--- src/hw/rtl/midipair_pkg.sv ---
`timescale 1ns / 1ps
// Shared types, codes and constants of the MIDI note pairing block.
package midipair_pkg;

  localparam int KEY_W     = 7;
  localparam int NUM_KEYS  = 128;
  localparam int TIME_W    = 32;
  localparam int CHAN_W    = 4;
  localparam int VEL_W     = 7;

  localparam int STACK_DEPTH_DEF = 4;
  localparam int QUEUE_DEPTH     = 4;

  // Event op codes.
  localparam logic [1:0] OP_NOTE_ON  = 2'd0;
  localparam logic [1:0] OP_NOTE_OFF = 2'd1;
  localparam logic [1:0] OP_NEW_TRK  = 2'd2;
  localparam logic [1:0] OP_UNUSED   = 2'd3;

  // Result status codes.
  localparam logic [1:0] STAT_COMPLETE  = 2'd0;
  localparam logic [1:0] STAT_UNMATCHED = 2'd1;
  localparam logic [1:0] STAT_FULL      = 2'd2;

  // Command kinds handed from the front end to the back end.
  localparam logic [1:0] KIND_PUSH  = 2'd0;
  localparam logic [1:0] KIND_POP   = 2'd1;
  localparam logic [1:0] KIND_CLEAR = 2'd2;

  typedef struct packed {
    logic [1:0]        op;
    logic [TIME_W-1:0] event_time;
    logic [CHAN_W-1:0] channel;
    logic [KEY_W-1:0]  key;
    logic [VEL_W-1:0]  velocity;
  } evt_beat_t;

  typedef struct packed {
    logic [1:0]        status;
    logic [TIME_W-1:0] start_time;
    logic [TIME_W-1:0] end_time;
    logic [KEY_W-1:0]  note_key;
    logic [CHAN_W-1:0] note_channel;
    logic [VEL_W-1:0]  note_velocity;
  } note_beat_t;

  typedef struct packed {
    logic [1:0]        kind;
    logic [TIME_W-1:0] event_time;
    logic [CHAN_W-1:0] channel;
    logic [KEY_W-1:0]  key;
    logic [VEL_W-1:0]  velocity;
  } cmd_t;

  // One pending note-on as held in the stack memory.
  typedef struct packed {
    logic [TIME_W-1:0] start_time;
    logic [CHAN_W-1:0] channel;
    logic [VEL_W-1:0]  velocity;
  } pend_t;

endpackage

--- src/hw/rtl/midipair_queue.sv ---
`timescale 1ns / 1ps
// Short command queue between the front end and the back end.
module midipair_queue
  import midipair_pkg::*;
(
  input  logic clk,
  input  logic rst,
  input  logic wr_valid,
  output logic wr_ready,
  input  cmd_t wr_data,
  output logic rd_valid,
  input  logic rd_ready,
  output cmd_t rd_data
);

  localparam int PTR_W = (QUEUE_DEPTH > 1) ? $clog2(QUEUE_DEPTH) : 1;
  localparam int FILL_W = $clog2(QUEUE_DEPTH + 1);

  cmd_t              slots [QUEUE_DEPTH];
  logic [PTR_W-1:0]  wr_ptr;
  logic [PTR_W-1:0]  rd_ptr;
  logic [FILL_W-1:0] fill;
  logic              do_wr;
  logic              do_rd;

  assign wr_ready = (fill != FILL_W'(QUEUE_DEPTH));
  assign rd_valid = (fill != '0);
  assign rd_data  = slots[rd_ptr];
  assign do_wr    = wr_valid && wr_ready;
  assign do_rd    = rd_valid && rd_ready;

  always_ff @(posedge clk) begin
    if (rst) begin
      wr_ptr <= '0;
      rd_ptr <= '0;
      fill   <= '0;
    end else begin
      if (do_wr) begin
        wr_ptr <= (wr_ptr == PTR_W'(QUEUE_DEPTH - 1)) ? '0 : wr_ptr + 1'b1;
      end
      if (do_rd) begin
        rd_ptr <= (rd_ptr == PTR_W'(QUEUE_DEPTH - 1)) ? '0 : rd_ptr + 1'b1;
      end
      if (do_wr && !do_rd) begin
        fill <= fill + 1'b1;
      end else if (do_rd && !do_wr) begin
        fill <= fill - 1'b1;
      end
    end
  end

  always_ff @(posedge clk) begin
    if (do_wr) begin
      slots[wr_ptr] <= wr_data;
    end
  end

endmodule

--- config.mk ---
export PLATFORM = sky130hd
export DESIGN_NAME = midipair_queue
export DESIGN_NICKNAME = d
export VERILOG_FILES = /design/src/hw/rtl/midipair_pkg.sv /design/src/hw/rtl/midipair_queue.sv
export SDC_FILE = /design/constraint.sdc
export NUM_CORES = 1
export LEC_CHECK = 0
export BUFFER_PORTS_ARGS = -buffer_cell sky130_fd_sc_hd__clkbuf_2
export CAP_MARGIN = 20
export CORE_MARGIN = 4
export CORE_UTILIZATION = 45
export DETAILED_ROUTE_END_ITERATION = 8
export HOLD_SLACK_MARGIN = 0.05
export PLACE_DENSITY = 0.62
export SKIP_CTS_REPAIR_TIMING = 1
export SLEW_MARGIN = 20
export SYNTH_ARGS = -nofsm -noshare
export SYNTH_HDL_FRONTEND = slang
export SYNTH_SLANG_ARGS = --single-unit
--- constraint.sdc ---
create_clock -name clk -period 4.46 [get_ports clk]
set_input_delay 0.892 -clock clk [delete_from_list [all_inputs] [get_ports clk]]
set_output_delay 0.892 -clock clk [all_outputs]
set_load 0.03 [all_outputs]
# After elaboration in Yosys (flattened, before gate mapping)
# Memory sizes are Yosys's and may differ from the RTL's. A register that Yosys moved wholly into a read port is not among the register bits.
# Cells that the tools add are included.
# op_classes
addsub,4
n_eq_ne,3
n_mux,8
reduce_logical,8
# op_table
operator,n
$mux W2,4
$mux W3,2
$add A2 B1 Y2 const B,2
$eq A2 B2 Y1 const B,2
$logic_and A1 B1 Y1,4
$add A3 B1 Y3 const B,1
$ne A3 B3 Y1 const B,1
$reduce_bool A3 Y1,1
$sub A3 B1 Y3 const B,1
$logic_not A1 Y1,2
$mux W1,2
$reduce_bool A2 Y1,1
# word_totals
ff_bits,7
mem_bits_rw,208
out_inout_bits,54
mem_count,1
# mem_list
memory,words,word_bits,rd,rd_ports_with_merged_regs,write_ports,line,source
slots,4,52,1,1,1,midipair_queue.sv:19,cmd_t slots [QUEUE_DEPTH];

# Longest topological paths before layout
# Gate-level depths: netlist of run 1.
# logic_depth
depth_word,6
mapped_depth,9
ltp_nobuf,8

# Worst setup path before layout of run 1
# Ideal clock, no wire load.
# synth_timing
path_kind,input port to flip-flop
start,in rd_ready
end,reg fill[2]
setup_ps,70
arrival_time_ps,2364
t_required_ps,4390
setup_slack_ps,2025
cell_stages,7
cell_sequence,o31ai_1 -> ha_1 -> inv_1 -> fa_1 -> xor2_1 -> or3_2 -> a21oi_1
# synth_between
elab_chain_cells,4
# synth_rtl
element,line,source
from (decl),midipair_queue.sv:12,"input logic rd_ready,"
$logic_and A1 B1 Y1 (*),midipair_queue.sv:30,assign do_rd = rd_valid && rd_ready;
$logic_not A1 Y1,midipair_queue.sv:44,if (do_wr && !do_rd) begin
$logic_and A1 B1 Y1,midipair_queue.sv:44,
$mux W3 or $reduce_bool A2 Y1 (tied branches),n/a,
to (signal assigned),midipair_queue.sv:45,fill <= fill + 1'b1;
to (signal assigned),midipair_queue.sv:47,fill <= fill - 1'b1;
to (decl),midipair_queue.sv:22,logic [FILL_W-1:0] fill;
# Mark *: on every way between the ends. The rest lies on a longest branch, timed or not.
# A chain may end at the register's enable or synchronous reset.

==> metrics, run 1 <==
TritonCTS Buffers=23; Setup CP Type=flip-flop to output port; CP Cell Sequence=buf_4, mux4_2, clkbuf_2; Root Buffer=clkbuf_16; Int Power=slightly below 4000 uW; Cell variety after synth=27; Max Clock Freq=about 300 MHz; Yosys warnings=0; Initial Util=46.1%; Worst Skew=0.0107 ns; VDD IR max=around 360 uV; P_leak=0.00323 uW; Max Cap Viol=0; residual DRC count=0; Period minus WS final=between 3 and 4 ns; RSZ-0062 raised after global routing=no; TritonCTS clock tree=done; Cell Pwr Density=585 nW/um^2; CP Launch Type=flip-flop; CTS max path bufs=3; status=finished, final reports clean; Post-DRT Antenna Nets=0; post-synthesis compound-gate area fraction=0.440%; crit-path leading delay family=flip-flops; share of the synthesized area in the top cell type=78.4%; placed instance area=a little under 9000 um^2; first-pass GRT wire length=between 20000 and 25000 um; CTS sink cnt=~220; hold path cells=2; synthesis-to-finish area growth=18.6%; fraction of layout cells with a size suffix above 1=between 40 and 50%; GRT Overall Usage=~15%; FP Rows=48; Clock power frac=roughly 29%; Worst slew margin=between 40 and 50%; CP bufs+invs=2; WL/cell=between 20 and 25 um; largest net degree at the start of global routing=37; Psw=around 1600 uW; cell area after synthesis=7970 um^2; nets@finish=515; final hold violations=0; setup_tns=0 ns; crit-path max FO=36; Avg Cell Area, Syn=around 25 um^2; #FFs+latches synth=~220; vias per cell=5.30; Detailed Route Iter0 Violations=150; cells after synthesis=320; routability congestion estimate=0.674; syn_nets=between 300 and 400; crit path DAT=between 2 and 2.5 ns; r2r worst-path depth=7; vias after detailed routing=between 3000 and 4000; worst skew pair latency=roughly 0.5 ns; Register Area=approximately 6400 um^2; # IOs=between 100 and 150; WL final=roughly 14000 um; Least-Margin Pin Slew=0.759 ns; Synth Area in Adders=under 10%; Worst Path Required=about 3.6 ns; Slew Viols, Final=0; sw frac=between 20% and 30%; top cells by area, synth=edfxtp_1, mux4_2, dfxtp_1; Logic pwr share=between 20% and 30%; Die Span Y=about 140 um; clock-pin slew on the worst setup and hold paths=around 0.050 ns; die area=~20000 um^2; # H-tree levels=1; # setup viols final=0; post-synthesis xor/xnor area fraction=0.220%; Synth Area in Simple Gates=around 1.3%; CP Capture Type=output port; Pre-antenna DRT Iters=4; GRT overflow=0; critical path's slowest cell=dfxtp_4; Port Buffers=between 100 and 150; Synth area leader=edfxtp_1; CP peak stage delay=about 0.85 ns; Hold Crit Class=flip-flop to flip-flop; mux share of post-synthesis cell area=15.1%; sequential area share after synthesis=80.7%; period utilisation layout=between 70% and 80%; largest family of logic cells by synthesized area=multiplexers; ANT cells=0; post-route design area=between 9000 and 10000 um^2; post-DP HPWL=~9000 um; antenna violations before repair=0; number of fill cells=about 1400; share of power burned in registers=approximately 47%; Die Span X=between 100 and 150 um; vias in the first global route=between 3000 and 4000; area of the multi-input gates=1460 um^2; Core ar.=approximately 17000 um^2; WP depth=3
## synthesized netlist by cell type
cell,count
clkbuf_2,2
nor3_1,1
fa_1,1
nand2b_1,2
nor2_1,3
or3b_1,1
or3_1,1
ha_1,6
buf_1,2
dfxtp_1,9
buf_4,5
mux4_2,52
o21ai_0,1
o31ai_2,1
nand2_1,1
edfxtp_1,208
clkbuf_1,4
buf_2,1
or3_2,2
xor2_1,2
nand3_1,1
and3_2,4
and2_4,1
o31ai_1,1
a21oi_1,2
inv_1,3
mux2i_1,3
## final cells by class
cell class | count | share of cell area [%]
well taps | 225 | 2.98
clock buffers | 33 | 6.49
flip-flops and latches | 217 | 68.1
multi-input cells | 86 | 15.4
clock inverters | 4 | 0.225
inverters | 3 | 0.119
repair buffers | 121 | 6.73
## cell usage in the layout, fill, tap and decap left out, drive strengths merged
cell    netlist  final
nand3         1      1
and2          1      1
o31ai         2      2
fa            1      1
xor2          2      2
nor3          1      1
dfxtp         9      9
or3           3      3
nand2         1      1
inv           3      3
clkbuf        6    142
ha            6      6
or3b          1      1
edfxtp      208    208
nand2b        2      2
a21oi         2      2
buf           8     12
o21ai         1      1
mux4         52     52
and3          4      4
mux2i         3      3
clkinv        0      4
nor2          3      3
## sequential cells by signal, indices dropped and copies added (netlist names), named ones only
signal	flops
wr_ptr	2
rd_ptr	2
slots	208
fill	3
## worst register-to-register path, stage by stage (launching register included)
cell,delay (ns)
dfxtp_1,0.36
o31ai_1,0.58
ha_1,0.31
inv_1,0.06
fa_1,0.38
xor2_1,0.18
or3_2,0.41
a21oi_1,0.15
## through the flow
step	util [%]	total power (uW)	hold slack (ns)	setup slack, ns	std cells
floorplan	-	3570	0.463	2.03	320
global placement	51.0	3950	0.463	1.57	652
detailed placement	51.0	3980	0.482	1.54	652
CTS	54.6	5620	0.504	1.02	689
global route	54.6	5780	0.530	0.907	689
finish	54.6	5530	0.503	1.14	689
## power by group through the flow
| stage | clock network, uW | registers (uW) | logic, uW |
|---|---|---|---|
| 2_1_floorplan | 0 | 2560 | 1020 |
| 3_3_place_gp | 0 | 2650 | 1300 |
| 3_5_place_dp | 0 | 2660 | 1320 |
| 4_1_cts | 1670 | 2620 | 1330 |
| 5_1_grt | 1760 | 2640 | 1380 |
| 6_report | 1620 | 2610 | 1300 |
## path summary, 6_finish.rpt
| check | from | end | slack, ns |
|---|---|---|---|
| worst min register to register | rd_ptr[0] | rd_ptr[0] | 0.50 |
| worst max register to register | fill[0] | fill[2] | 1.97 |
| worst max-delay path | flip-flop | rd_data[39] | 1.14 |
| worst min-delay path | rd_ptr[0] | rd_ptr[0] | 0.50 |
## layer usage
metal / global-route usage (%) / vias up / part of all wire [%]
met4: 4.08 / 0 / 2.1
met5: 0 / - / 0
met1: 19.1 / 1908 / 42
met3: 3.80 / 22 / 5.8
met2: 24.3 / 98 / 50
li1: - / 1624 / -
## cell families (layout without fill, tap and decap cells)
kind of cell	Yosys count	after routing
simple gates	17	17
compound gates	5	5
xor+xnor	2	2
flops	217	217
buf+inv	17	161
fa+ha+maj	7	7
mux	55	55
No activity file was read; power rests on OpenSTA's default activity.
==> inputs of run 2 (changes only) <==
==> constraint.sdc (replaced) <==
create_clock -name clk -period 3.35 [get_ports clk]
set_input_delay 0.67 -clock clk [delete_from_list [all_inputs] [get_ports clk]]
set_output_delay 0.67 -clock clk [all_outputs]
set_load 0.03 [all_outputs]
==> run 2 against run 1 <==
  * First-iteration DRC count decreased by 0.67%
  * Worst hold slack got worse by 0.11 ns
  * Largest cell class unchanged
  * Highest routed layer unchanged
  * Final cell count decreased by 0.29%
  * Register-to-register slack got worse by 1.0 ns
  * Critical endpoint is now rd_data[43]
  * Final area up 1.4%
==> metrics, run 2 (synthesis results as in run 1) <==
Non-Filler Instances=~700; Setup CP Type=flip-flop to output port; setup_tns=0 ns; most frequent cells in the layout=edfxtp_1, clkbuf_2, mux4_2, clkbuf_16, dfxtp_1; # IOs=110; Reg2Reg Setup Slack=~0.92 ns; VDD IR max=just under 600 uV; # setup viols final=0; CP bufs+invs=2; post-DP HPWL=8440 um; ANT cells=0; antenna violations before repair=0; period utilisation layout=80.7%; TritonCTS clock tree=done; Cell Pwr Density=approximately 800 nW/um^2; Die Span X=around 140 um; P_leak=about 0.0033 uW; largest net degree at the start of global routing=53; Post-DRT Antenna Nets=0; Worst slew margin=between 40% and 50%; WL final=approximately 14000 um; Root Buffer=clkbuf_16; worst skew pair latency=0.49 ns; Core ar.=~17000 um^2; routability congestion estimate=~0.75; Pre-antenna DRT Iters=4; critical path's slowest cell=mux4_2; CTS sink cnt=217; status=finished, final reports clean; Max Cap Viol=0; crit path DAT=between 2 and 2.5 ns; total design power=7690 uW; CP Cell Sequence=buf_12, mux4_2, clkbuf_2; # H-tree levels=1; Hold Crit Class=input port to flip-flop; FP Rows=48; crit-path leading delay family=multiplexers; Die Span Y=roughly 140 um; Period minus WS final=around 2.7 ns; CTS max path bufs=3; vias after detailed routing=around 3600; first-pass GRT wire length=22200 um; Worst Path Required=2.68 ns; Post-Route Hold Slack=roughly 0.40 ns; Port Buffers=between 100 and 150; Final WS setup=about 0.65 ns; Slew Viols, Final=0; Worst Skew=around 0.0075 ns; Top reg by flops=slots; Initial Util=46.1%; nets@finish=just over 500; TritonCTS Buffers=22; die area=approximately 20000 um^2; post-placement cell count=roughly 650; max reg flops=between 200 and 250; clock-pin slew on the worst setup and hold paths=~0.060 ns; GRT Overall Usage=between 10% and 20%; most common cell after layout, fill and taps aside=edfxtp_1; vias in the first global route=slightly below 4000; Largest regs=slots: 208 flops, fill: 3 flops; synthesis-to-finish area growth=20.3%; residual DRC count=0; Detailed Route Iter0 Violations=between 100 and 150; CP peak stage delay=roughly 0.6 ns; crit-path max FO=52; GRT overflow=0; fraction of layout cells with a size suffix above 1=between 40% and 50%; vias per cell=approximately 5.3; WL/cell=20.7 um; Max Clock Freq=between 300 and 400 MHz; Least-Margin Pin Slew=between 0.7 and 0.8 ns; CP Launch Type=flip-flop; RSZ-0062 raised after global routing=no; final hold violations=0; CP Capture Type=output port; DP Worst Slack=a little under 0.9 ns
## run 2: layout make-up
| type | instances | area, um^2 |
|---|---|---|
| clock buffers | 31 | 636 |
| flip-flops and latches | 217 | 6430 |
| inverters | 3 | 11.3 |
| clock inverters | 9 | 121 |
| fillers | 1328 | 7710 |
| well taps | 225 | 282 |
| repair buffers | 116 | 648 |
| multi-input cells | 86 | 1460 |
## run 2: power breakdown
group	switching, uW	internal [uW]
Combinational	1150	667
Clock	935	1550
Sequential	92.3	3290
## run 2: worst register-to-register path: cells and delay by family, from the launching register on
| kind | cells | cell delay (ns) |
|---|---|---|
| adder cells (fa/ha/maj) | 2 | 0.66 |
| flip-flops | 1 | 0.36 |
| AND/OR/NAND/NOR | 1 | 0.41 |
| XOR/XNOR | 1 | 0.18 |
| buffers and inverters | 1 | 0.06 |
| AO/OA/AOI/OAI | 2 | 0.68 |
## run 2: metal layers
layer  GRT usage (%)  vias to the layer above  routed length (um)
li1                -                     1612                   -
met1            19.2                     1908                5840
met2            24.5                      102                7170
met3            3.66                       26                 898
met4            3.52                        0                 286
met5               0                        -                   0
## run 2: path summary, 6_finish.rpt
kind	startpoint	endpoint	depth (start not counted)
setup / recovery	flip-flop	rd_data[43]	3
hold / removal	wr_data[6]	slots[3][6]	1
setup reg to reg	fill[0]	fill[2]	7
hold reg to reg	rd_ptr[0]	flip-flop	2
## run 2: through the flow
step | instance area, um^2 | utilization, %
3_3_place_gp | 8830 | 51.0
6_report | 9580 | 55.4
2_1_floorplan | 7970 | -
3_5_place_dp | 8830 | 51.0
4_1_cts | 9580 | 55.4
5_1_grt | 9580 | 55.4
==> inputs of run 3 (changes only) <==
==> constraint.sdc (replaced) <==
create_clock -name clk -period 2.55 [get_ports clk]
set_input_delay 0.51 -clock clk [delete_from_list [all_inputs] [get_ports clk]]
set_output_delay 0.51 -clock clk [all_outputs]
set_load 0.03 [all_outputs]
==> run 3 against run 2 <==
  * Clock skew rose by 0.0043 ns
  * Utilization fell by 0.22 points
  * Clock power rose by 19%
  * Final cell count rose by 0.29%
  * First-iteration DRC count rose by 19%
  * Non-clock buffer count rose by 4
  * Critical path type unchanged
  * Critical endpoint is now rd_data[17]
==> metrics, run 3 (synthesis results as in run 1) <==
status=finished, final reports clean; synthesis-to-finish area growth=19.8%; CP Cell Sequence=buf_12, mux4_2, clkbuf_2; Port Buffers=109; CP peak stage delay=~0.57 ns; vias after detailed routing=roughly 3600; Period minus WS final=about 2.4 ns; Hold Path End=slots[3][13]; die area=between 15000 and 20000 um^2; Worst Skew=roughly 0.012 ns; GRT overflow=0; final hold violations=0; Hold Crit Class=input port to flip-flop; period utilisation layout=94.4%; # H-tree levels=1; final core utilization=between 50% and 60%; Setup CP Type=flip-flop to output port; Core ar.=~17000 um^2; Initial Util=a little under half; Root Buffer=clkbuf_16; CTS sink cnt=about 220; worst skew pair latency=between 0.4 and 0.5 ns; Slew Viols, Final=0; most common cell after layout, fill and taps aside=edfxtp_1; P_leak=about 0.0033 uW; Least-Margin Pin Slew=roughly 0.47 ns; TritonCTS Buffers=22; CTS max path bufs=3; Post-DRT Antenna Nets=0; hold path cells=1; CP Capture Type=output port; Die Span X=between 100 and 150 um; vias per cell=~5.3; fraction of layout cells with a size suffix above 1=roughly 45%; Detailed Route Iter0 Violations=178; residual DRC count=0; Pre-antenna DRT Iters=4; first-pass GRT wire length=22000 um; setup_tns=0 ns; nets@finish=513; Max Clock Freq=between 400 and 500 MHz; ANT cells=0; WL final=13900 um; WL/cell=20.2 um; Die Span Y=~140 um; RSZ-0062 raised after global routing=no; routability congestion estimate=between 0.7 and 0.8; # setup viols final=0; post-DP HPWL=between 8000 and 9000 um; max reg flops=around 210; largest net degree at the start of global routing=between 50 and 60; critical path's slowest cell=mux4_2; RR Startpoint=fill[0]; worst r2r dst=fill[2]; TritonCTS clock tree=done; Cell Pwr Density=between 1000 and 1500 nW/um^2; clock-pin slew on the worst setup and hold paths=0.06 ns; Reg2Reg Setup Slack=approximately 0.22 ns; crit path DAT=1.90 ns; vias in the first global route=roughly 4000; GRT Overall Usage=14.3%; Top reg by flops=slots; Largest regs=slots: 208 flops, fill: 3 flops; r2r worst-path depth=8; Worst Path Required=a little over 2 ns; min-delay src=wr_data[13]; Max Cap Viol=0; Worst slew margin=between 60% and 70%; CP Launch Type=flip-flop; FP Rows=48; VDD IR max=around 570 uV; crit-path leading delay family=multiplexers; antenna violations before repair=0; # IOs=between 100 and 150; CP bufs+invs=2; most frequent cells in the layout=edfxtp_1, clkbuf_2, mux4_2, clkbuf_16, dfxtp_1; crit-path max FO=31
==> run 3: cell count changes in the layout (fill, tap and decap cells not counted) <==
cell | before | now
clkbuf_8 | 3 | 1
clkinvlp_4 | 1 | 0
buf_4 | 3 | 6
o31ai_2 | 1 | 2
clkinv_1 | 1 | 5
o31ai_1 | 1 | 0
buf_12 | 4 | 5
clkinv_2 | 4 | 3
bufinv_16 | 3 | 1
==> run 3: through the flow <==
step                      setup WS [ns]  power, uW  instance area, um^2  cells  hold WS [ns]
final                             0.143       9840                 9550    689         0.241
after global routing             0.0457      10300                 9550    689         0.221
after global placement            0.258       6950                 8870    651         0.480
after CTS                        0.0953       9980                 9540    689         0.219
after detailed placement          0.139       7000                 8870    651         0.494
after floorplan                   0.260       6250                 7970    320         0.463
==> run 3: how the worst max path moves through the flow <==
stage	cells after the start	end	startpoint	slack, ns
floorplan	9	fill[2]	fill[0]	0.26
global placement	7	fill[2]	fill[0]	0.26
detailed placement	7	fill[2]	fill[0]	0.14
CTS	3	rd_data[22]	flip-flop	0.1
global route	3	rd_data[17]	flip-flop	0.05
finish	3	rd_data[17]	flip-flop	0.14
==> run 3: routing by layer <==
layer	vias to the layer above	GRT usage, %	routed length (um)
li1	1620	-	-
met1	1874	19.1	5940
met2	105	24.1	6930
met3	26	3.09	751
met4	0	3.52	318
met5	-	0	0
==> run 3: cell type report <==
| class | instances | area, um^2 |
|---|---|---|
| tap | 225 | 282 |
| timing repair buffer | 120 | 691 |
| sequential | 217 | 6430 |
| multi-input combinational | 86 | 1460 |
| fill | 1329 | 7750 |
| clock inverter | 9 | 63.8 |
| clock buffer | 29 | 608 |
| inverter | 3 | 11.3 |
==> run 3: power breakdown <==
part	total [uW]	internal [uW]	switching [uW]
Combinational	2430	910	1520
Clock	2970	1760	1200
Sequential	4440	4320	115
Total	9840	7000	2840
