### config.mk
export PLATFORM = sky130hd
export DESIGN_NAME = midipair_front
export DESIGN_NICKNAME = d
export VERILOG_FILES = /design/src/hw/rtl/midipair_pkg.sv /design/src/hw/rtl/midipair_front.sv
export SDC_FILE = /design/constraint.sdc
export NUM_CORES = 1
export LEC_CHECK = 0
export CAP_MARGIN = 20
export CORE_MARGIN = 2
export CORE_UTILIZATION = 53
export CTS_BUF_LIST = sky130_fd_sc_hd__clkbuf_16
export CTS_CLUSTER_SIZE = 12
export DETAILED_ROUTE_END_ITERATION = 12
export DONT_BUFFER_PORTS = 1
export GPL_TIMING_DRIVEN = 0
export PLACE_DENSITY = 0.7
export SYNTH_ARGS = -nofsm -noshare
export SYNTH_HDL_FRONTEND = slang
export SYNTH_SLANG_ARGS = --single-unit
export TNS_END_PERCENT = 1
### constraint.sdc
create_clock -name clk -period 2 [get_ports clk]
set_input_delay 0.1 -clock clk [delete_from_list [all_inputs] [get_ports clk]]
set_output_delay 0.1 -clock clk [all_outputs]
set_load 0.02 [all_outputs]
### src/hw/rtl/midipair_pkg.sv
`timescale 1ns / 1ps
// Shared types, codes and constants of the MIDI note pairing block.
package midipair_pkg;

  localparam int KEY_W     = 7;
  localparam int NUM_KEYS  = 128;
  localparam int TIME_W    = 32;
  localparam int CHAN_W    = 4;
  localparam int VEL_W     = 7;

  localparam int STACK_DEPTH_DEF = 4;
  localparam int QUEUE_DEPTH     = 4;

  // Event op codes.
  localparam logic [1:0] OP_NOTE_ON  = 2'd0;
  localparam logic [1:0] OP_NOTE_OFF = 2'd1;
  localparam logic [1:0] OP_NEW_TRK  = 2'd2;
  localparam logic [1:0] OP_UNUSED   = 2'd3;

  // Result status codes.
  localparam logic [1:0] STAT_COMPLETE  = 2'd0;
  localparam logic [1:0] STAT_UNMATCHED = 2'd1;
  localparam logic [1:0] STAT_FULL      = 2'd2;

  // Command kinds handed from the front end to the back end.
  localparam logic [1:0] KIND_PUSH  = 2'd0;
  localparam logic [1:0] KIND_POP   = 2'd1;
  localparam logic [1:0] KIND_CLEAR = 2'd2;

  typedef struct packed {
    logic [1:0]        op;
    logic [TIME_W-1:0] event_time;
    logic [CHAN_W-1:0] channel;
    logic [KEY_W-1:0]  key;
    logic [VEL_W-1:0]  velocity;
  } evt_beat_t;

  typedef struct packed {
    logic [1:0]        status;
    logic [TIME_W-1:0] start_time;
    logic [TIME_W-1:0] end_time;
    logic [KEY_W-1:0]  note_key;
    logic [CHAN_W-1:0] note_channel;
    logic [VEL_W-1:0]  note_velocity;
  } note_beat_t;

  typedef struct packed {
    logic [1:0]        kind;
    logic [TIME_W-1:0] event_time;
    logic [CHAN_W-1:0] channel;
    logic [KEY_W-1:0]  key;
    logic [VEL_W-1:0]  velocity;
  } cmd_t;

  // One pending note-on as held in the stack memory.
  typedef struct packed {
    logic [TIME_W-1:0] start_time;
    logic [CHAN_W-1:0] channel;
    logic [VEL_W-1:0]  velocity;
  } pend_t;

endpackage

### src/hw/rtl/midipair_front.sv
`timescale 1ns / 1ps
// Front end: accepts event beats, classifies them and registers the command.
module midipair_front
  import midipair_pkg::*;
(
  input  logic      clk,
  input  logic      rst,
  input  logic      evt_valid,
  output logic      evt_ready,
  input  evt_beat_t evt,
  output logic      cmd_valid,
  input  logic      cmd_ready,
  output cmd_t      cmd
);

  logic [1:0] kind;
  logic       keep;

  // A note-on with zero velocity counts as a note-off; the unused op is dropped.
  always_comb begin
    kind = KIND_POP;
    keep = 1'b1;
    case (evt.op)
      OP_NOTE_ON: begin
        kind = (evt.velocity != '0) ? KIND_PUSH : KIND_POP;
      end
      OP_NOTE_OFF: begin
        kind = KIND_POP;
      end
      OP_NEW_TRK: begin
        kind = KIND_CLEAR;
      end
      default: begin
        keep = 1'b0;
      end
    endcase
  end

  assign evt_ready = !cmd_valid || cmd_ready;

  always_ff @(posedge clk) begin
    if (rst) begin
      cmd_valid <= 1'b0;
    end else if (evt_ready) begin
      cmd_valid <= evt_valid && keep;
    end
  end

  always_ff @(posedge clk) begin
    if (evt_ready && evt_valid) begin
      cmd.kind       <= kind;
      cmd.event_time <= evt.event_time;
      cmd.channel    <= evt.channel;
      cmd.key        <= evt.key;
      cmd.velocity   <= evt.velocity;
    end
  end

endmodule

; ---- Yosys cells after proc, flatten, opt, wreduce, memory -nomap -nowiden
; Index checks and enable logic that the tools add are counted.
; Widths: inputs -> output; s select.
[classes]
n_mul = 0
reduce_logical = 7
shifts = 0
addsub = 0
order_cmp = 0
n_eq_ne = 2
n_div = 0
bitwise_logic = 0
n_mux = 3
[op_table]
columns = op, n
row1 = $reduce_bool 7->1, 1
row2 = $pmux 2 s2, 1
row3 = $reduce_or 3->1, 1
row4 = $eq 2x1->1 const B, 1
row5 = $eq 2x2->1 const B, 1
row6 = $logic_and 1x1->1, 2
row7 = $logic_not 2->1, 1
row8 = $mux 1, 2
row9 = $logic_not 1->1, 1
row10 = $logic_or 1x1->1, 1
[totals]
register_bits = 53
mem_bits_rw = 0
input_bits = 56
mem_count = 0
romBits = 0
latchBits = 0
out_inout_bits = 54

; ---- Depth between registers and ports, before layout
; Gate-level depths: netlist of the first run.
[logic_depth]
depth_word = 4
depth_mapped = 2

; ---- Least setup slack after synthesis of the first run
; No wires, ideal clock.
[synth_path]
kind = flip-flop to flip-flop
start = reg cmd_valid
end = reg cmd[0] (netlist bit) (enable)
synth_period_minus_slack_ns = 2.311
setup_ns = 0.415
stages_incl_launch_ff = 3
path_slack_ns = -0.311
arrival_time_ns = 1.896
required_time_ns = 1.585
cell_sequence = dfxtp_1 nand2b_1 and2_1
[synth_between]
elab_chain_len = 3
[synth_rtl]
columns = item, line_no
row1 = start: declaration, midipair_front.sv:11  ; output logic cmd_valid,
row2 = start signal: assignment, midipair_front.sv:45  ; cmd_valid <= evt_valid && keep;
row3 = $logic_not 1->1, midipair_front.sv:39  ; assign evt_ready = !cmd_valid || cmd_ready;
row4 = $logic_or 1x1->1, midipair_front.sv:39
row5 = via evt_ready, midipair_front.sv:9  ; output logic evt_ready,
row6 = $logic_and 1x1->1, midipair_front.sv:50  ; if (evt_ready && evt_valid) begin
row7 = end: declaration, midipair_front.sv:13  ; output cmd_t cmd
; The timed path passes the listed nets, and every way through them passes these cells.
; A chain may end at the register's enable or synchronous reset.

; ---- Final worst setup path of the first run
[layout_path]
start = reg cmd_valid
end = reg cmd[15] (netlist bit) (enable)
; Same word-level chain as after synthesis.

==> out/metrics.cfg, run 1 <==
[worst_setup_path]
cp-startpoint = cmd_valid$_SDFFE_PP0P_
r2r_start = cmd_valid$_SDFFE_PP0P_
reg2reg_slack_ns = 0.45
cp.required_ns = 1.96
endpoint = cmd[15]$_DFFE_PP_
reg2reg_to = cmd[15]$_DFFE_PP_
path_class = flip-flop to flip-flop
worst_setup_path_start_kind = flip-flop
worstPathMaxFanout = 46
critPathCaptureType = flip-flop
arrival_ns = 1.51
rr_worst_depth = 3

[clock_network]
htreeDepth = 2
clockBufferDepth = 2
cts_resized = 0
root_buffer = clkbuf_16
cts_tree = built
clk_transition_reported_paths_ns = 0.06
post_cts_buffers = 0
clock_latency_ns = 0.28
clock-sinks = 53
numCtsBuffers = 5

[sta]
slew_headroom = 0.680
fmax_ghz = 0.647
finalCritPeriodShare = 0.773
rsz0062_at_grt = no
fin_crit_ns = 1.55
hold_slack_ns = 0.0156
setup_tns_ns = 0
hold_viol = 0
layout_setup_ws_ns = 0.454
finalClockSkew_ns = 0.00329
tightest_slew_ns = 0.475
setup_violations = 0
slew_violations = 0

[detailed_routing]
wl_per_cell_um = 20.3
final_antenna_net_count = 0
routed_wl_um = 3150
routed-via-count = 824
vias_per_cell = 5.32
first_pass_iters = 4
drtIter0Drc = 25
route.detailed.drc = 0

[placement]
gp_routability_congestion = 0.668
dp_hpwl_um = 1770
dp.cells = 94
pre_cts_ws_ns = 0.0315
io_buffers = 0

[power_and_ir_drop]
power.leakage_nw = 0.833
ir_worst_vdd_uv = 716
powerDensity_nw_per_um2 = 984
power_w = 0.00232

[die]
dieArea_um2 = 3550
die_w_um = 59.5
core_um2 = 3000
die_y_um = 59.5
start_util = 0.545
ioPinCount = 110
std_cell_rows = 20

[logic_synthesis]
ys_seq_elements = 53
synth_area_leaders = edfxtp_1 95%, dfxtp_1 1.2%, nor4_1 0.77%
yosysUniqueCellTypes = 9
ys_warn_count = 0
synth_top_area_frac = 0.955
syn_nets = 117
syn_area_um2 = 1640
yosys.area.top_type = edfxtp_1
synth_cells = 61
ys_seq_area_frac = 0.967
syn_area_per_cell_um2 = 26.8

[grt]
grt_pass1_wl_um = 4220
met3_usage = 0.0961
antenna_found_initial = 0
overflow = 0
grt_pass1_vias = 851
grt_max_degree = 53
grt_util_all_layers = 0.178
grtUsageMet1 = 0.147
grt_use_met2 = 0.356
top_usage_layer = met2

[finish]
fin_cells = 155
multi_input_area_um2 = 55.1
diodes = 0
fin_nets = 177
area_delta_synth_final_pct = 44.4
drive_gt1_frac = 0.0820
nFillCells = 166
layout.area.seq_um2 = 1580

[flow_run]
cap_viol_max_count = 0

[status]
status = finished clean

[worst_hold_path]
hp-class = input pin to flip-flop

==> worst min path at each step <==
stage             from                endpoint  slack [ns]  cells after the start
6_report       evt[51]  cmd_valid$_SDFFE_PP0P_        0.02                      2
5_1_grt        evt[51]  cmd_valid$_SDFFE_PP0P_        0.01                      2
4_1_cts        evt[51]  cmd_valid$_SDFFE_PP0P_       0.008                      2
3_5_place_dp       rst  cmd_valid$_SDFFE_PP0P_        0.18                      1
3_3_place_gp       rst  cmd_valid$_SDFFE_PP0P_        0.17                      1
2_1_floorplan      rst  cmd_valid$_SDFFE_PP0P_        0.17                      1
==> final cells by class <==
class / count / share of cell area
clock buffer: 5 / 0.0530
sequential: 53 / 0.670
tap: 33 / 0.0175
multi-input combinational: 8 / 0.0233
timing repair buffer: 53 / 0.229
clock inverter: 3 / 0.00742
==> critical path: stages, from the launching register on <==
cell and delay, ns:
dfxtp_1 0.38, nand2b_1 0.25, and2_2 0.31, buf_12 0.27
==> cell usage after synthesis, drive strengths merged <==
| cell type | instances |
|---|---|
| a21bo | 1 |
| nand2b | 1 |
| edfxtp | 52 |
| nor4 | 2 |
| a21o | 1 |
| a21oi | 1 |
| nor2b | 1 |
| dfxtp | 1 |
| and2 | 1 |
==> per-layer routing <==
layer,vias to the layer above,part of all wire
met3,0,0.11
met1,397,0.30
met4,0,0
li1,362,-
met2,65,0.59
met5,-,0
==> report_power, final <==
part | switching [W] | internal, W
logic | 0.0000457 | 0.0000773
registers | 0.000105 | 0.00130
clock network | 0.000332 | 0.000458
==> metrics by stage <==
step	instance area, um2	util
floorplan	1640	-
global placement	1680	0.559
detailed placement	1680	0.559
CTS	2340	0.780
global route	2360	0.786
finish	2360	0.786
==> state kept, by name, indices dropped and copies added (netlist names) <==
signal     count
cmd           52
cmd_valid      1
==> layout by cell type (no fill, tap or decap) <==
cell type | netlist | layout
clkinvlp_4 | 0 | 1
nor2b_1 | 1 | 1
nand2b_1 | 1 | 1
and2_2 | 0 | 1
clkinv_2 | 0 | 2
a21bo_1 | 1 | 1
dfxtp_1 | 1 | 1
a21oi_1 | 1 | 1
nor4_1 | 2 | 2
clkbuf_16 | 0 | 5
dlygate4sd3_1 | 0 | 52
edfxtp_1 | 52 | 52
a21o_1 | 1 | 1
buf_12 | 0 | 1
==> what timing repair did <==
action                                  in CTS  in global routing
hold buffers                                52                  0
hold endpoints to repair                    53                  0
endpoints found under the setup margin       0                  0
==> cell families after synthesis <==
logic type / Yosys count / share of synthesized area
compound gates: 3 / 0.0138
flops: 53 / 0.967
simple gates: 5 / 0.0191
Power figures use the tool's default switching activity.
==> inputs of run 2 (changes only) <==
--- a/config.mk
+++ b/config.mk
@@ -5,15 +5,16 @@
 export SDC_FILE = /design/constraint.sdc
 export NUM_CORES = 1
 export LEC_CHECK = 0
+export ABC_AREA = 1
 export CAP_MARGIN = 20
 export CORE_MARGIN = 2
-export CORE_UTILIZATION = 53
+export CORE_UTILIZATION = 54
 export CTS_BUF_LIST = sky130_fd_sc_hd__clkbuf_16
 export CTS_CLUSTER_SIZE = 12
 export DETAILED_ROUTE_END_ITERATION = 12
 export DONT_BUFFER_PORTS = 1
 export GPL_TIMING_DRIVEN = 0
-export PLACE_DENSITY = 0.7
+export PLACE_DENSITY = 0.71
 export SYNTH_ARGS = -nofsm -noshare
 export SYNTH_HDL_FRONTEND = slang
 export SYNTH_SLANG_ARGS = --single-unit
==> constraint.sdc (replaced) <==
create_clock -name clk -period 1.4 [get_ports clk]
set_input_delay 0.07 -clock clk [delete_from_list [all_inputs] [get_ports clk]]
set_output_delay 0.07 -clock clk [all_outputs]
set_load 0.02 [all_outputs]
==> out/metrics.cfg, run 2 <==
[logic_synthesis]
syn_area_per_cell_um2 = 24.1  ; was 26.8 um2
synth_cells = 69  ; was 61
synth_area_leaders = edfxtp_1 94%, dfxtp_1 1.2%, nand2_1 0.90%  ; was edfxtp_1 95%, dfxtp_1 1.2%, nor4_1 0.77%
yosysUniqueCellTypes = 11  ; was 9
syn_nets = 125  ; was 117
synth_top_area_frac = 0.940  ; was 0.955
synth_edf_count = 52  ; unchanged
yosysMostFrequentCell = edfxtp_1  ; unchanged
ys_warn_count = 0  ; unchanged
synthFlopType = edfxtp_1  ; unchanged
ys_seq_area_frac = 0.953  ; was 0.967
async_flop_share = 0  ; unchanged
syn_area_um2 = 1660  ; was 1640 um2
yosys.area.top_type = edfxtp_1  ; unchanged
ys_top_cells_by_count = 52 x edfxtp_1, 4 x nand2_1, 4 x nor2_1  ; was 52 x edfxtp_1, 2 x nor4_1
ys_seq_elements = 53  ; unchanged

[sta]
fin_crit_ns = 1.30  ; was 1.55 ns
hold_slack_ns = 0.0674  ; was 0.0156 ns
slew_headroom = 0.583  ; was 0.680
fmax_ghz = 0.768  ; was 0.647 GHz
rsz0062_at_grt = no  ; unchanged
finalClockSkew_ns = 0.00514  ; was 0.00329 ns
hold_viol = 0  ; unchanged
finalCritPeriodShare = 0.930  ; was 0.773
tightest_slew_ns = 0.622  ; was 0.475 ns
setup_violations = 0  ; unchanged
slew_violations = 0  ; unchanged

[detailed_routing]
first_pass_iters = 4  ; unchanged
routed-via-count = 885  ; was 824
wl_per_cell_um = 20.5  ; was 20.3 um
route.detailed.drc = 0  ; unchanged
drtIter0Drc = 46  ; was 25
routed_wl_um = 3420  ; was 3150 um
final_antenna_net_count = 0  ; unchanged
vias_per_cell = 5.30  ; was 5.32

[power_and_ir_drop]
power_frac_clock = 0.342  ; was 0.340
power_w = 0.00337  ; was 0.00232 W
ir_worst_vdd_uv = 886  ; was 716 uV
combPwrFrac = 0.061  ; was 0.053
switching_share = 0.216  ; was 0.208
seq_power_share = 0.598  ; was 0.607
powerDensity_nw_per_um2 = 1370  ; was 984 nW/um2
p_int_w = 0.00265  ; was 0.00184 W
switchingPower_w = 0.000728  ; was 0.000483 W
power.leakage_nw = 0.882  ; was 0.833 nW

[worst_setup_path]
slowest_delay_ns = 0.54  ; was 0.38 ns
path_class = flip-flop to flip-flop  ; unchanged
cp_slowest_cell = dlygate4sd3_1  ; was dfxtp_1
worst_setup_path_start_kind = flip-flop  ; unchanged
worstPathCellList = nand2_2, a21oi_2, dlygate4sd3_1  ; was nand2b_1, and2_2, buf_12
critPathCaptureType = flip-flop  ; unchanged
arrival_ns = 1.52  ; was 1.51 ns
cp.required_ns = 1.62  ; was 1.96 ns
worstPathMaxFanout = 4  ; was 46

[placement]
gp_routability_congestion = 0.637  ; was 0.668
dp_hpwl_um = 1760  ; was 1770 um
io_buffers = 0  ; unchanged

[die]
dieArea_um2 = 3530  ; was 3550 um2
die_w_um = 59.5  ; about the same
std_cell_rows = 20  ; unchanged
die_y_um = 59.5  ; about the same
core_um2 = 2980  ; was 3000 um2
ioPinCount = 110  ; unchanged
start_util = 0.558  ; was 0.545

[flow_run]
cap_viol_max_count = 0  ; unchanged

[clock_network]
clock-sinks = 53  ; unchanged
clock_latency_ns = 0.28  ; about the same
cts_tree = built  ; unchanged
cts_resized = 0  ; unchanged
clockBufferDepth = 2  ; unchanged
numCtsBuffers = 5  ; unchanged
root_buffer = clkbuf_16  ; unchanged
htreeDepth = 2  ; unchanged
clk_transition_reported_paths_ns = 0.06  ; about the same

[status]
status = finished clean  ; unchanged

[grt]
antenna_found_initial = 0  ; unchanged
overflow = 0  ; unchanged
grt_pass1_vias = 876  ; was 851
grt_max_degree = 29  ; was 53
grt_util_all_layers = 0.201  ; was 0.178
grt_pass1_wl_um = 4710  ; was 4220 um

[finish]
mostFrequentLayoutCell = dlygate4sd3_1
nFillCells = 135  ; was 166
reg.largest.list = cmd x52, cmd_valid x1  ; unchanged
mostFrequentLayoutCells = 54 x dlygate4sd3_1, 52 x edfxtp_1, 5 x clkbuf_16  ; was 52 x edfxtp_1, 52 x dlygate4sd3_1, 5 x clkbuf_16
largest_reg_flops = 52  ; unchanged
regMostFlops = cmd  ; unchanged
diodes = 0  ; unchanged
drive_gt1_frac = 0.127  ; was 0.0820
area_delta_synth_final_pct = 48.1  ; was 44.4%
final_core_util = 0.826  ; was 0.786
fin_nets = 189  ; was 177

[worst_hold_path]
hp-class = input pin to flip-flop  ; unchanged

[run 2: final timing paths]
| check | startpoint | to | slack, ns | cells after the start |
|---|---|---|---|---|
| max reg2reg | cmd_valid$_SDFFE_PP0P_ | cmd_valid$_SDFFE_PP0P_ | 0.1 | 3 |
| min reg2reg | cmd_valid$_SDFFE_PP0P_ | cmd[5]$_DFFE_PP_ | 0.81 | 1 |
| min | evt[4] | cmd[50]$_DFFE_PP_ | 0.07 | 3 |
| max | cmd_valid$_SDFFE_PP0P_ | cmd_valid$_SDFFE_PP0P_ | 0.1 | 3 |
[run 2: critical path: cells and delay by family, from the launching register on]
family / cells / cell delay [ns]
DFF: 1 / 0.42
buffers and inverters: 1 / 0.54
and+or+nand+nor: 1 / 0.14
AOI/OAI and AO/OA: 1 / 0.14
[run 2: kinds of logic (layout without fill, tap and decap cells)]
| group | Yosys count | after routing | synth area share |
|---|---|---|---|
| flops | 53 | 53 | 0.953 |
| buf+inv | 3 | 67 | 0.00678 |
| compound gates | 3 | 4 | 0.0151 |
| simple gates | 10 | 10 | 0.0256 |
[run 2: final cells by class]
cell class / instances / area (um2) / share of cell area
sequential: 53 / 1590 / 0.645
timing repair buffer: 56 / 588 / 0.239
clock buffer: 5 / 125 / 0.0509
multi-input combinational: 14 / 90.1 / 0.0366
tap: 33 / 41.3 / 0.0168
clock inverter: 3 / 17.5 / 0.00712
inverter: 3 / 11.3 / 0.00458
[run 2: power groups by stage]
| stage | clock (W) | combinational, W | sequential [W] |
|---|---|---|---|
| after floorplan | 0 | 0.0000448 | 0.00204 |
| after global placement | 0 | 0.0000522 | 0.00205 |
| after detailed placement | 0 | 0.0000667 | 0.00205 |
| after CTS | 0.00116 | 0.000201 | 0.00202 |
| after global routing | 0.00123 | 0.000220 | 0.00202 |
| final | 0.00115 | 0.000205 | 0.00202 |
[run 2: metrics by stage]
| stage | instances | cell area, um2 | setup TNS [ns] | worst slack (ns) |
|---|---|---|---|---|
| 2_1_floorplan | 69 | 1680 | -16.36 | -0.315 |
| 5_1_grt | 167 | 2460 | 0 | 0.0497 |
| 3_5_place_dp | 103 | 1740 | -8.16 | -0.243 |
| 3_3_place_gp | 102 | 1720 | -27.86 | -0.537 |
| 4_1_cts | 167 | 2460 | 0 | 0.0916 |
| 6_report | 167 | 2460 | 0 | 0.0982 |
[run 2: metal layers]
| metal | wire length [um] | GRT usage | vias up |
|---|---|---|---|
| met5 | 0 | 0 | - |
| met4 | 54 | 0.101 | 0 |
| met2 | 1950 | 0.370 | 70 |
| li1 | - | - | 391 |
| met1 | 1070 | 0.185 | 416 |
| met3 | 349 | 0.0852 | 8 |
[run 2: timing repair]
| item | 4_1_cts | 5_1_grt |
|---|---|---|
| buffers inserted | 1 | 0 |
| endpoints found under the hold margin | 53 | 0 |
| hold buffers | 54 | 0 |
| setup endpoints to repair | 52 | 0 |
==> inputs of run 3 (changes only) <==
--- a/config.mk
+++ b/config.mk
@@ -8,13 +8,13 @@
 export ABC_AREA = 1
 export CAP_MARGIN = 20
 export CORE_MARGIN = 2
-export CORE_UTILIZATION = 54
+export CORE_UTILIZATION = 59
 export CTS_BUF_LIST = sky130_fd_sc_hd__clkbuf_16
 export CTS_CLUSTER_SIZE = 12
 export DETAILED_ROUTE_END_ITERATION = 12
 export DONT_BUFFER_PORTS = 1
 export GPL_TIMING_DRIVEN = 0
-export PLACE_DENSITY = 0.71
+export PLACE_DENSITY = 0.74
 export SYNTH_ARGS = -nofsm -noshare
 export SYNTH_HDL_FRONTEND = slang
 export SYNTH_SLANG_ARGS = --single-unit
==> constraint.sdc (replaced) <==
create_clock -name clk -period 1.3 [get_ports clk]
set_input_delay 0.065 -clock clk [delete_from_list [all_inputs] [get_ports clk]]
set_output_delay 0.065 -clock clk [all_outputs]
set_load 0.02 [all_outputs]
==> out/metrics.cfg, run 3 (synthesis results as in run 2) <==
[sta]
slew_headroom = 0.729  ; was 0.583
finalClockSkew_ns = 0.00448  ; was 0.00514 ns
hold_slack_ns = 0.0562  ; was 0.0674 ns
rsz0062_at_grt = no  ; unchanged
layout_setup_ws_ns = 0.160  ; was 0.0982 ns
tightest_slew_ns = 0.405  ; was 0.622 ns
slew_violations = 0  ; unchanged
fmax_ghz = 0.877  ; was 0.768 GHz
setup_violations = 0  ; unchanged
fin_crit_ns = 1.14  ; was 1.30 ns
finalCritPeriodShare = 0.877  ; was 0.930
hold_viol = 0  ; unchanged

[finish]
reg.largest.list = cmd x52, cmd_valid x1  ; unchanged
area_delta_synth_final_pct = 47.2  ; was 48.1%
diodes = 0  ; unchanged
mostFrequentLayoutCells = 54 x dlygate4sd3_1, 52 x edfxtp_1, 5 x clkbuf_16  ; unchanged
layout.area.seq_um2 = 1590  ; unchanged
regMostFlops = cmd  ; unchanged
multi_input_area_um2 = 97.6  ; was 90.1 um2
fin_nets = 189  ; unchanged
drive_gt1_frac = 0.127  ; unchanged
nFillCells = 99  ; was 135
mostFrequentLayoutCell = dlygate4sd3_1  ; unchanged
largest_reg_flops = 52  ; unchanged

[detailed_routing]
routed_wl_um = 4130  ; was 3420 um
route.detailed.drc = 0  ; unchanged
drtIter0Drc = 56  ; was 46
routed-via-count = 922  ; was 885
final_antenna_net_count = 0  ; unchanged
wl_per_cell_um = 25.0  ; was 20.5 um
vias_per_cell = 5.59  ; was 5.30
first_pass_iters = 4  ; unchanged

[clock_network]
numCtsBuffers = 5  ; unchanged
clockBufferDepth = 2  ; unchanged
clock_latency_ns = 0.29  ; was 0.28 ns
clk_transition_reported_paths_ns = 0.06  ; about the same
clock-sinks = 53  ; unchanged
root_buffer = clkbuf_16  ; unchanged
cts_tree = built  ; unchanged
htreeDepth = 2  ; unchanged

[status]
status = finished clean  ; unchanged

[worst_setup_path]
path_class = flip-flop to flip-flop  ; unchanged
reg2reg_slack_ns = 0.16  ; was 0.1 ns
critPathTopFamily = flip-flops  ; was buffers and inverters
worstPathMaxFanout = 31  ; was 4
cp_slowest_cell = dfxtp_4  ; was dlygate4sd3_1
worst_setup_path_start_kind = flip-flop  ; unchanged
slowest_delay_ns = 0.40  ; was 0.54 ns
critPathCaptureType = flip-flop  ; unchanged
cp.required_ns = 1.29  ; was 1.62 ns
worstPathCellList = a21boi_4, buf_12  ; was nand2_2, a21oi_2, dlygate4sd3_1
arrival_ns = 1.13  ; was 1.52 ns
path_buf_inv = 1  ; unchanged

[power_and_ir_drop]
ir_worst_vdd_uv = 2100  ; was 886 uV
powerDensity_nw_per_um2 = 1500  ; was 1370 nW/um2
power.leakage_nw = 0.878  ; was 0.882 nW

[grt]
antenna_found_initial = 0  ; unchanged
grt_max_degree = 32  ; was 29
grt_util_all_layers = 0.269  ; was 0.201
grt_pass1_vias = 950  ; was 876
grt_pass1_wl_um = 5910  ; was 4710 um
overflow = 0  ; unchanged

[placement]
io_buffers = 0  ; unchanged
gp_routability_congestion = 0.664  ; was 0.637
pre_cts_ws_ns = -0.242  ; was -0.243 ns

[die]
dieArea_um2 = 3250  ; was 3530 um2
std_cell_rows = 19  ; was 20
die_y_um = 57.1  ; was 59.5 um
start_util = 0.613  ; was 0.558
core_um2 = 2710  ; was 2980 um2
ioPinCount = 110  ; unchanged
die_w_um = 57.1  ; was 59.5 um

[worst_hold_path]
hp-class = input pin to flip-flop  ; unchanged

[flow_run]
cap_viol_max_count = 0  ; unchanged

-- run 3: path summary, 6_finish.rpt --
kind	startpoint	to	cells past startpoint
max	cmd_valid$_SDFFE_PP0P_	cmd[42]$_DFFE_PP_	2
min	evt[4]	cmd[50]$_DFFE_PP_	3
max reg2reg	cmd_valid$_SDFFE_PP0P_	cmd[42]$_DFFE_PP_	2
min reg2reg	cmd_valid$_SDFFE_PP0P_	cmd_valid$_SDFFE_PP0P_	2
-- run 3: stage by stage --
step | TNS (ns) | utilization | std cells | power (W) | area [um2]
after floorplan | -21.56 | - | 69 | 0.00224 | 1680
after global placement | -32.33 | 0.633 | 100 | 0.00226 | 1710
final | 0 | 0.902 | 165 | 0.00366 | 2440
after detailed placement | -8.03 | 0.640 | 101 | 0.00228 | 1730
after CTS | 0 | 0.899 | 165 | 0.00362 | 2440
after global routing | 0 | 0.902 | 165 | 0.00376 | 2440
-- run 3: power by group --
group	internal, W	total, W	switching [W]
clock network	0.000706	0.00126	0.000552
registers	0.00201	0.00218	0.000172
logic	0.000133	0.000223	0.0000904
total	0.00284	0.00366	0.000815
-- run 3: area by class of cell --
cell class | count | share of cell area
sequential | 53 | 0.649
clock inverter | 3 | 0.00717
tap | 31 | 0.0159
multi-input combinational | 14 | 0.0399
clock buffer | 5 | 0.0512
timing repair buffer | 56 | 0.232
inverter | 3 | 0.00461
-- run 3: tightest hold or removal path: stages --
cell and delay, ns:
nor2_2 0.02, nand2_1 0.06, o21ai_2 0.04
-- run 3: per-layer routing --
metal,track usage,vias up,routed length (um)
met5,0,-,0
met4,0.0764,0,54
met3,0.134,5,492
met2,0.465,87,2200
met1,0.295,441,1380
li1,-,389,-
-- run 3: repair_timing --
action / CTS / global route
setup endpoints to repair: 52 / 11
hold buffers: 54 / 0
resized for setup: 0 / 1
buffers inserted: 1 / 0
cloned: 1 / 0
hold endpoints to repair: 53 / 0
pin swaps: 1 / 0
